`src/rtl/uifb_pkg.sv`:
```
// shared types, constants and header helpers for the udp/ipv4 frame builder
package uifb_pkg;

    // configuration register indexes
    localparam logic [2:0] CFG_DEST_MAC    = 3'd0;
    localparam logic [2:0] CFG_SOURCE_MAC  = 3'd1;
    localparam logic [2:0] CFG_SOURCE_IP   = 3'd2;
    localparam logic [2:0] CFG_DEST_IP     = 3'd3;
    localparam logic [2:0] CFG_SRC_PORT    = 3'd4;
    localparam logic [2:0] CFG_DEST_PORT   = 3'd5;

    // input command codes
    localparam logic CMD_START   = 1'b0;
    localparam logic CMD_PAYLOAD = 1'b1;

    // fixed field widths
    localparam int LEN_W  = 11;
    localparam int SEQ_W  = 32;
    localparam int BYTE_W = 8;
    localparam int POS_W  = 6;
    localparam int SUM_W  = 20;

    // fixed header field values
    localparam logic [7:0] ETHERTYPE_HI = 8'h08;
    localparam logic [7:0] IP_VER_IHL   = 8'h45;
    localparam logic [7:0] IP_FLAGS_DF  = 8'h40;
    localparam logic [7:0] IP_TTL       = 8'h1e;
    localparam logic [7:0] IP_PROTO_UDP = 8'd17;

    // ethernet header is 14 bytes, ipv4 header ends at byte 34
    localparam int ETH_HDR_BYTES = 14;
    localparam int IP_HDR_END    = 34;

    // constant part of the ipv4 header word sum
    localparam logic [SUM_W-1:0] IP_CONST_SUM = SUM_W'({IP_VER_IHL, 8'h00})
        + SUM_W'({IP_FLAGS_DF, 8'h00}) + SUM_W'({IP_TTL, IP_PROTO_UDP});

    // byte positions in the header
    localparam logic [POS_W-1:0] POS_ETHERTYPE = 6'd12;
    localparam logic [POS_W-1:0] POS_VER_IHL   = 6'd14;
    localparam logic [POS_W-1:0] POS_IPLEN_HI  = 6'd16;
    localparam logic [POS_W-1:0] POS_IPLEN_LO  = 6'd17;
    localparam logic [POS_W-1:0] POS_FLAGS     = 6'd20;
    localparam logic [POS_W-1:0] POS_TTL       = 6'd22;
    localparam logic [POS_W-1:0] POS_PROTO     = 6'd23;
    localparam logic [POS_W-1:0] POS_CSUM_HI   = 6'd24;
    localparam logic [POS_W-1:0] POS_CSUM_LO   = 6'd25;
    localparam logic [POS_W-1:0] POS_SPORT_HI  = 6'd34;
    localparam logic [POS_W-1:0] POS_SPORT_LO  = 6'd35;
    localparam logic [POS_W-1:0] POS_DPORT_HI  = 6'd36;
    localparam logic [POS_W-1:0] POS_DPORT_LO  = 6'd37;
    localparam logic [POS_W-1:0] POS_UDPLEN_HI = 6'd38;
    localparam logic [POS_W-1:0] POS_UDPLEN_LO = 6'd39;

    // queue depth between front and back end
    localparam int QUEUE_DEPTH = 4;

    // programmable address set
    typedef struct packed {
        logic [47:0] dest_mac;
        logic [47:0] source_mac;
        logic [31:0] source_ip;
        logic [31:0] dest_ip;
        logic [15:0] src_port;
        logic [15:0] dest_port;
    } uifb_cfg_t;

    // one job from front to back: a header run or one payload byte
    typedef struct packed {
        logic              is_hdr;
        logic              last;
        logic [LEN_W-1:0]  plen;
        logic [SEQ_W-1:0]  data;
    } uifb_job_t;

    // octet k of a mac address, k = 0 is the first sent
    function automatic logic [7:0] mac_octet(logic [47:0] mac, logic [2:0] k);
        logic [7:0] o;
        case (k)
            3'd0:    o = mac[47:40];
            3'd1:    o = mac[39:32];
            3'd2:    o = mac[31:24];
            3'd3:    o = mac[23:16];
            3'd4:    o = mac[15:8];
            default: o = mac[7:0];
        endcase
        return o;
    endfunction

    // octet k of a 32-bit word, k = 0 is the most significant
    function automatic logic [7:0] word_octet(logic [31:0] w, logic [1:0] k);
        logic [7:0] o;
        case (k)
            2'd0:    o = w[31:24];
            2'd1:    o = w[23:16];
            2'd2:    o = w[15:8];
            default: o = w[7:0];
        endcase
        return o;
    endfunction

endpackage

```
`src/rtl/udp_ipv4_frame_builder_top.sv`:
```
// top level of the ethernet/ipv4/udp transmit frame builder
// A start beat (tuser = 0) opens a frame: the block sends HEADER_BYTES header
// beats (ethernet, ipv4 with checksum, udp with zero checksum, then the sequence
// number padded with zeros), followed by one beat per payload beat (tuser = 1)
// up to the declared length, clamped to MAX_PAYLOAD; tlast marks the final beat.
// Payload beats with no open frame are dropped. The input side feeds a
// four-entry job queue and is ready whenever it has room; the back end moves
// one payload byte per cycle while the output is not stalled, and for a header
// it first loads the job and then sends one byte per cycle, likewise unless
// stalled. Configuration registers are written through cfg_we/cfg_addr/
// cfg_wdata; the user must write them only while no frame is in flight, the
// block itself does not enforce this.
module udp_ipv4_frame_builder_top #(
    parameter int HEADER_BYTES = 46,
    parameter int MAX_PAYLOAD  = 1024
) (
    input  logic        aclk,
    input  logic        aresetn,
    // configuration write port
    input  logic        cfg_we,
    input  logic [2:0]  cfg_addr,
    input  logic [47:0] cfg_wdata,
    // input stream
    input  logic        s_tvalid,
    output logic        s_tready,
    input  logic [55:0] s_tdata,  // payload_length[10:0], sequence_number[42:11],
                                  // payload_byte[50:43], zero fill above
    input  logic        s_tuser,  // command
    // frame stream
    output logic        m_tvalid,
    input  logic        m_tready,
    output logic [7:0]  m_tdata,  // frame_byte
    output logic        m_tlast
);
    import uifb_pkg::*;

    uifb_cfg_t cfg_reg;
    logic      push, q_full, pop, head_valid;
    uifb_job_t push_job, head_job;

    // configuration registers
    always_ff @(posedge aclk) begin
        if (!aresetn) begin
            cfg_reg <= '0;
        end else if (cfg_we) begin
            case (cfg_addr)
                CFG_DEST_MAC:    cfg_reg.dest_mac    <= cfg_wdata;
                CFG_SOURCE_MAC:  cfg_reg.source_mac  <= cfg_wdata;
                CFG_SOURCE_IP:   cfg_reg.source_ip   <= cfg_wdata[31:0];
                CFG_DEST_IP:     cfg_reg.dest_ip     <= cfg_wdata[31:0];
                CFG_SRC_PORT:    cfg_reg.src_port    <= cfg_wdata[15:0];
                CFG_DEST_PORT:   cfg_reg.dest_port   <= cfg_wdata[15:0];
                default:         ;
            endcase
        end
    end

    uifb_front #(
        .MAX_PAYLOAD (MAX_PAYLOAD)
    ) u_front (
        .aclk     (aclk),
        .aresetn  (aresetn),
        .in_valid (s_tvalid),
        .in_cmd   (s_tuser),
        .in_len   (s_tdata[10:0]),
        .in_seq   (s_tdata[42:11]),
        .in_byte  (s_tdata[50:43]),
        .in_ready (s_tready),
        .push     (push),
        .push_job (push_job),
        .q_full   (q_full)
    );

    uifb_queue u_queue (
        .aclk       (aclk),
        .aresetn    (aresetn),
        .push       (push),
        .push_job   (push_job),
        .full       (q_full),
        .pop        (pop),
        .head_valid (head_valid),
        .head_job   (head_job)
    );

    uifb_back #(
        .HEADER_BYTES (HEADER_BYTES)
    ) u_back (
        .aclk       (aclk),
        .aresetn    (aresetn),
        .cfg        (cfg_reg),
        .head_valid (head_valid),
        .head_job   (head_job),
        .pop        (pop),
        .m_tvalid   (m_tvalid),
        .m_tready   (m_tready),
        .m_tdata    (m_tdata),
        .m_tlast    (m_tlast)
    );

endmodule

```
`src/rtl/uifb_front.sv`:
```
// front end: accepts input beats, tracks the open frame and queues jobs
module uifb_front #(
    parameter int MAX_PAYLOAD = 1024
) (
    input  logic                   aclk,
    input  logic                   aresetn,
    input  logic                   in_valid,
    input  logic                   in_cmd,
    input  logic [10:0]            in_len,
    input  logic [31:0]            in_seq,
    input  logic [7:0]             in_byte,
    output logic                   in_ready,
    output logic                   push,
    output uifb_pkg::uifb_job_t    push_job,
    input  logic                   q_full
);
    import uifb_pkg::*;

    localparam logic [LEN_W-1:0] MAX_LEN = LEN_W'(MAX_PAYLOAD);

    logic [LEN_W-1:0] remaining_reg, remaining_next;
    logic             active_reg, active_next;
    logic             accept;
    logic [LEN_W-1:0] plen_clamped;

    assign in_ready = !q_full;
    assign accept   = in_valid && in_ready;
    assign plen_clamped = (in_len > MAX_LEN) ? MAX_LEN : in_len;

    // classify the beat and build the job
    always_comb begin
        remaining_next = remaining_reg;
        active_next    = active_reg;
        push           = 1'b0;
        push_job       = '0;
        if (accept) begin
            if (in_cmd == CMD_START) begin
                push            = 1'b1;
                push_job.is_hdr = 1'b1;
                push_job.plen   = plen_clamped;
                push_job.data   = in_seq;
                push_job.last   = (plen_clamped == '0);
                remaining_next  = plen_clamped;
                active_next     = (plen_clamped != '0);
            end else if (active_reg && remaining_reg != '0) begin
                push               = 1'b1;
                push_job.data      = SEQ_W'(in_byte);
                push_job.last      = (remaining_reg == LEN_W'(1));
                remaining_next     = remaining_reg - LEN_W'(1);
                active_next        = (remaining_reg != LEN_W'(1));
            end else begin
                active_next = 1'b0;
            end
        end
    end

    // frame tracking state
    always_ff @(posedge aclk) begin
        if (!aresetn) begin
            remaining_reg <= '0;
            active_reg    <= 1'b0;
        end else begin
            remaining_reg <= remaining_next;
            active_reg    <= active_next;
        end
    end

endmodule

```
`src/rtl/uifb_queue.sv`:
```
// short job queue between front and back end
module uifb_queue (
    input  logic                   aclk,
    input  logic                   aresetn,
    input  logic                   push,
    input  uifb_pkg::uifb_job_t    push_job,
    output logic                   full,
    input  logic                   pop,
    output logic                   head_valid,
    output uifb_pkg::uifb_job_t    head_job
);
    import uifb_pkg::*;

    localparam int PTR_W = $clog2(QUEUE_DEPTH);
    localparam int CNT_W = $clog2(QUEUE_DEPTH + 1);

    uifb_job_t        mem_reg [QUEUE_DEPTH];
    logic [PTR_W-1:0] wr_ptr_reg, rd_ptr_reg;
    logic [CNT_W-1:0] count_reg;

    assign full       = (count_reg == CNT_W'(QUEUE_DEPTH));
    assign head_valid = (count_reg != '0);
    assign head_job   = mem_reg[rd_ptr_reg];

    // entry storage
    always_ff @(posedge aclk) begin
        if (push) begin
            mem_reg[wr_ptr_reg] <= push_job;
        end
    end

    // pointers and fill count
    always_ff @(posedge aclk) begin
        if (!aresetn) begin
            wr_ptr_reg <= '0;
            rd_ptr_reg <= '0;
            count_reg  <= '0;
        end else begin
            if (push) begin
                wr_ptr_reg <= wr_ptr_reg + PTR_W'(1);
            end
            if (pop) begin
                rd_ptr_reg <= rd_ptr_reg + PTR_W'(1);
            end
            if (push && !pop) begin
                count_reg <= count_reg + CNT_W'(1);
            end else if (pop && !push) begin
                count_reg <= count_reg - CNT_W'(1);
            end
        end
    end

endmodule

```
`src/rtl/uifb_back.sv`:
```
// back end: plays out header bytes and payload bytes into the output register
module uifb_back #(
    parameter int HEADER_BYTES = 46
) (
    input  logic                   aclk,
    input  logic                   aresetn,
    input  uifb_pkg::uifb_cfg_t    cfg,
    input  logic                   head_valid,
    input  uifb_pkg::uifb_job_t    head_job,
    output logic                   pop,
    output logic                   m_tvalid,
    input  logic                   m_tready,
    output logic [7:0]             m_tdata,
    output logic                   m_tlast
);
    import uifb_pkg::*;

    localparam logic [POS_W-1:0] LAST_POS = POS_W'(HEADER_BYTES - 1);
    localparam logic [15:0]      IP_BASE  = 16'(HEADER_BYTES - ETH_HDR_BYTES);
    localparam logic [15:0]      UDP_BASE = 16'(HEADER_BYTES - IP_HDR_END);

    logic             busy_reg;
    logic [POS_W-1:0] pos_reg;
    logic [LEN_W-1:0] plen_reg;
    logic [SEQ_W-1:0] seq_reg;
    logic [SUM_W-1:0] sum_reg;
    logic [SUM_W-1:0] cfg_sum_reg;
    logic             valid_reg;
    logic [7:0]       data_reg;
    logic             last_reg;

    logic             adv;
    logic [15:0]      ip_len, udp_len, head_ip_len, csum;
    logic [7:0]       hdr_byte;

    assign adv         = !valid_reg || m_tready;
    assign ip_len      = IP_BASE + 16'(plen_reg);
    assign udp_len     = UDP_BASE + 16'(plen_reg);
    assign head_ip_len = IP_BASE + 16'(head_job.plen);
    assign csum        = ~sum_reg[15:0];

    assign m_tvalid = valid_reg;
    assign m_tdata  = data_reg;
    assign m_tlast  = last_reg;

    // take a job from the queue when the back end is free
    assign pop = !busy_reg && head_valid && (head_job.is_hdr || adv);

    // header byte select
    always_comb begin
        case (pos_reg) inside
            [6'd0:6'd5]:   hdr_byte = mac_octet(cfg.dest_mac, 3'(pos_reg));
            [6'd6:6'd11]:  hdr_byte = mac_octet(cfg.source_mac, 3'(pos_reg - 6'd6));
            POS_ETHERTYPE: hdr_byte = ETHERTYPE_HI;
            POS_VER_IHL:   hdr_byte = IP_VER_IHL;
            POS_IPLEN_HI:  hdr_byte = ip_len[15:8];
            POS_IPLEN_LO:  hdr_byte = ip_len[7:0];
            POS_FLAGS:     hdr_byte = IP_FLAGS_DF;
            POS_TTL:       hdr_byte = IP_TTL;
            POS_PROTO:     hdr_byte = IP_PROTO_UDP;
            POS_CSUM_HI:   hdr_byte = csum[15:8];
            POS_CSUM_LO:   hdr_byte = csum[7:0];
            [6'd26:6'd29]: hdr_byte = word_octet(cfg.source_ip, 2'(pos_reg - 6'd26));
            [6'd30:6'd33]: hdr_byte = word_octet(cfg.dest_ip, 2'(pos_reg - 6'd30));
            POS_SPORT_HI:  hdr_byte = cfg.src_port[15:8];
            POS_SPORT_LO:  hdr_byte = cfg.src_port[7:0];
            POS_DPORT_HI:  hdr_byte = cfg.dest_port[15:8];
            POS_DPORT_LO:  hdr_byte = cfg.dest_port[7:0];
            POS_UDPLEN_HI: hdr_byte = udp_len[15:8];
            POS_UDPLEN_LO: hdr_byte = udp_len[7:0];
            [6'd42:6'd45]: hdr_byte = word_octet(seq_reg, 2'(pos_reg - 6'd42));
            default:       hdr_byte = 8'h00;
        endcase
    end

    // constant and address part of the ipv4 word sum, follows the registers
    always_ff @(posedge aclk) begin
        cfg_sum_reg <= IP_CONST_SUM
            + SUM_W'(cfg.source_ip[31:16]) + SUM_W'(cfg.source_ip[15:0])
            + SUM_W'(cfg.dest_ip[31:16]) + SUM_W'(cfg.dest_ip[15:0]);
    end

    // header job registers and checksum folding
    always_ff @(posedge aclk) begin
        if (pop && head_job.is_hdr) begin
            plen_reg <= head_job.plen;
            seq_reg  <= head_job.data;
            sum_reg  <= cfg_sum_reg + SUM_W'(head_ip_len);
        end else begin
            sum_reg  <= SUM_W'(sum_reg[15:0]) + SUM_W'(sum_reg[SUM_W-1:16]);
        end
    end

    // sequencer state
    always_ff @(posedge aclk) begin
        if (!aresetn) begin
            busy_reg <= 1'b0;
            pos_reg  <= '0;
        end else if (busy_reg) begin
            if (adv) begin
                pos_reg <= pos_reg + POS_W'(1);
                if (pos_reg == LAST_POS) begin
                    busy_reg <= 1'b0;
                end
            end
        end else if (pop && head_job.is_hdr) begin
            busy_reg <= 1'b1;
            pos_reg  <= '0;
        end
    end

    // output register
    always_ff @(posedge aclk) begin
        if (!aresetn) begin
            valid_reg <= 1'b0;
        end else if (adv) begin
            valid_reg <= busy_reg || (pop && !head_job.is_hdr);
        end
    end

    always_ff @(posedge aclk) begin
        if (adv) begin
            if (busy_reg) begin
                data_reg <= hdr_byte;
                last_reg <= (plen_reg == '0) && (pos_reg == LAST_POS);
            end else begin
                data_reg <= head_job.data[7:0];
                last_reg <= head_job.last;
            end
        end
    end

endmodule

```
`config.mk`:
```
export PLATFORM = sky130hd
export DESIGN_NAME = udp_ipv4_frame_builder_top
export DESIGN_NICKNAME = d
export VERILOG_FILES = /design/src/rtl/uifb_pkg.sv /design/src/rtl/udp_ipv4_frame_builder_top.sv /design/src/rtl/uifb_front.sv /design/src/rtl/uifb_queue.sv /design/src/rtl/uifb_back.sv
export SDC_FILE = /design/constraint.sdc
export NUM_CORES = 1
export LEC_CHECK = 0
export BUFFER_PORTS_ARGS = -buffer_cell sky130_fd_sc_hd__buf_4
export CAP_MARGIN = 10
export CORE_UTILIZATION = 58
export CTS_BUF_LIST = sky130_fd_sc_hd__clkbuf_4 sky130_fd_sc_hd__clkbuf_8
export CTS_CLUSTER_SIZE = 16
export DETAILED_ROUTE_END_ITERATION = 10
export PLACE_DENSITY = 0.79
export REMOVE_ABC_BUFFERS = 1
export SLEW_MARGIN = 20
export SYNTH_ARGS = -nofsm -noshare
export SYNTH_HDL_FRONTEND = slang
export SYNTH_SLANG_ARGS = --single-unit
```
`constraint.sdc`:
```
create_clock -name aclk -period 3.9 [get_ports aclk]
set_clock_uncertainty 0.15 [all_clocks]
set_input_delay 0.195 -clock aclk [delete_from_list [all_inputs] [get_ports aclk]]
set_output_delay 0.195 -clock aclk [all_outputs]
set_load 0.01 [all_outputs]
```
==> metrics.yaml <==
synth_top_area_cell: "edfxtp_1"
grt_pass1_vias: 19100
cap_viol_max_count: 0
drt-initial-drc-count: 1929
ys_top_cells_by_area: "edfxtp_1 29%, dfxtp_1 22%, nand2_1 7.8%, a21boi_0 6.3%, mux4_2 4.3%"
worstSetupStartpoint: "cfg_reg[80]"
grt_max_degree: 105
status: "finished, final reports clean"
power_density_nw_per_um2: 508
synth_ff_type: "dfxtp_1"
tightestPinTransition_ns: 0.987
antennaDiodeCount: 0
required_ns: 4.28
finalHoldViolations: 0
syn_area_um2: 23700
post_synth.cell_area_avg_um2: 10.4
clock_path_buffers: 3
clock_sinks: 492
yosys_warnings: 0
worstSetupPathType: "register to register"
vias: 19200
grt_pass1_wl_mm: 108
areaGrowthSynthToFinish_pct: 20.6
r2r_slack_ns: 0.05
setup_violations: 0
drc: 0
largest_reg_flops: 192
overflow: 0
core_area_um2: 40000
r2r_start: "cfg_reg[80]"
die_h_um: 204
wirelength_mm: 70.4
p_leak_nw: 10.5
arrival_ns: 4.22
yosysTopAreaCellShare_pct: 29.4
start_util_pct: 59.3
critPathCaptureType: "register"
gp_congestion: 1.00
root_buffer: "clkbuf_8"
grt_usage_pct: 33.9
worstHoldStart: "cfg_wdata[35]"
dp_hpwl_mm: 47.0
synth-edff-count: 232
dieArea_um2: 41700
fillerInstances: 2781
path_clk_slew_ns: 0.06
yosysSeqAreaShare_pct: 51.3
cts_buffers: 80
antenna_found_initial: 0
drv_slew: 0
critPathMaxFanout: 5
rows: 73
cts_tree: "done"
synth_common_cells: "496 x nand2_1, 260 x dfxtp_1, 232 x edfxtp_1"
hold_path_class: "input port to register"
io_pins: 124
synth_most_common_cell: "nand2_1"
clk_latency_ns: 0.66
reg2reg_depth: 16
final_core_util_pct: 71.5
synth-seq-cells: 492
cts_max_level: 3
hold_path_depth: 4
crit_path_start_kind: "register"
avgViaCountPerCell: 6.09
clock.fmax_mhz: 260
antenna_left: 0
drive_gt1_share_pct: 18.6
synth_cells: 2289
async_flop_share_pct: 0
tns_ns: 0
fin_crit_ns: 3.85
period_share_pct: 98.7
nets: 2774
port_buffers: 118
synthDistinctLibCells: 81
rr_endpoint: "u_back.cfg_sum_reg[13]"
worstHoldEndpoint: "cfg_reg[131]"
irDropWorstVdd_mv: 0.371
wire_per_inst_um: 22.3
relSlewSlack_pct: 34.0
rsz0062_at_grt: "true"
fp.dieW_um: 204
firstDrtPassIters: 10
## cell usage in the layout (no fill, tap or decap), drive strengths merged, types with 21 or more instances in the layout
cell type and count:
xor2 35, ha 55, nand3 48, inv 106, and3 26, clkbuf 117, dfxtp 260, a222oi 40
mux4 45, xnor2 41, edfxtp 232, a22oi 22, buf 221, dlygate4sd3 111, nand2 499, a21boi 199
nor2b 24, a21oi 72, a31oi 21, o21ai 65, fa 35, and2 51, nor2 82
## how the worst max path moves through the flow
| stage | to | slack [ns] |
|---|---|---|
| after CTS | u_back.cfg_sum_reg[17] | -0.02 |
| after global routing | u_back.cfg_sum_reg[16] | -0.14 |
| after global placement | u_back.cfg_sum_reg[16] | -0.18 |
| after floorplan | u_back.sum_reg[15] | -1.06 |
| after detailed placement | u_back.cfg_sum_reg[17] | -0.36 |
| final | u_back.cfg_sum_reg[13] | 0.05 |
## where the power goes
| group | leakage [nW] | switching [mW] | internal [mW] |
|---|---|---|---|
| clock | 0.840 | 2.06 | 2.41 |
| sequential | 4.28 | 0.439 | 6.10 |
| combinational | 5.38 | 2.05 | 1.50 |
## repair_timing
action,4_1_cts,5_1_grt
endpoints found under the hold margin,397,0
setup buffers,1,5
endpoints found under the setup margin,6,9
gates resized for setup,17,59
pin swaps,5,35
hold buffers,111,0
## final cells by class
| class | instances | area (um2) | area share (%) |
|---|---|---|---|
| Clock buffer | 117 | 1430 | 4.99 |
| Clock inverter | 21 | 131 | 0.459 |
| Inverter | 105 | 394 | 1.38 |
| Multi-Input combinational cell | 1560 | 11000 | 38.5 |
| Sequential cell | 492 | 12200 | 42.5 |
| Tap cell | 525 | 657 | 2.30 |
| Timing Repair Buffer | 332 | 2800 | 9.79 |
## logic make-up after synthesis
logic type               share of synthesized area, %
AND/OR/NAND/NOR                                  14.9
buffers and inverters                            3.90
XOR/XNOR                                         2.81
adder cells (fa/ha/maj)                          5.85
AO/OA/AOI/OAI                                    16.6
multiplexers                                     4.66
flip-flops                                       51.3
## per-stage QoR
stage / setup slack (ns) / power [mW] / instances / cell area (um2) / hold WS, ns
final: 0.0507 / 14.5 / 3152 / 28600 / 0.219
after global routing: -0.138 / 15.1 / 3152 / 28600 / 0.199
after floorplan: -1.06 / 8.61 / 2157 / 23200 / 0.162
after detailed placement: -0.365 / 9.96 / 2898 / 25500 / 0.307
after global placement: -0.178 / 9.85 / 2898 / 25500 / 0.298
after CTS: -0.0207 / 14.5 / 3148 / 28300 / 0.177
## worst max-delay path: stages (launching register included)
cell      delay (ns)
dfxtp_2         0.33
ha_4            0.16
and3_4          0.18
o21ai_4         0.14
nor2_2          0.06
or3_4           0.38
nand3_4         0.12
xor2_2          0.08
fa_1            0.53
inv_2           0.04
fa_1            0.54
ha_4            0.23
and3_4          0.17
a211oi_4        0.28
buf_4           0.16
buf_4           0.10
xnor2_2         0.06
## routing by layer
layer	wire, um	global-route usage, %	vias to the layer above
met2	33800	56.0	987
met4	2880	14.6	0
met5	0	0	-
li1	-	-	8746
met3	5600	6.43	188
met1	28100	43.5	9269
Power figures use the tool's default switching activity.
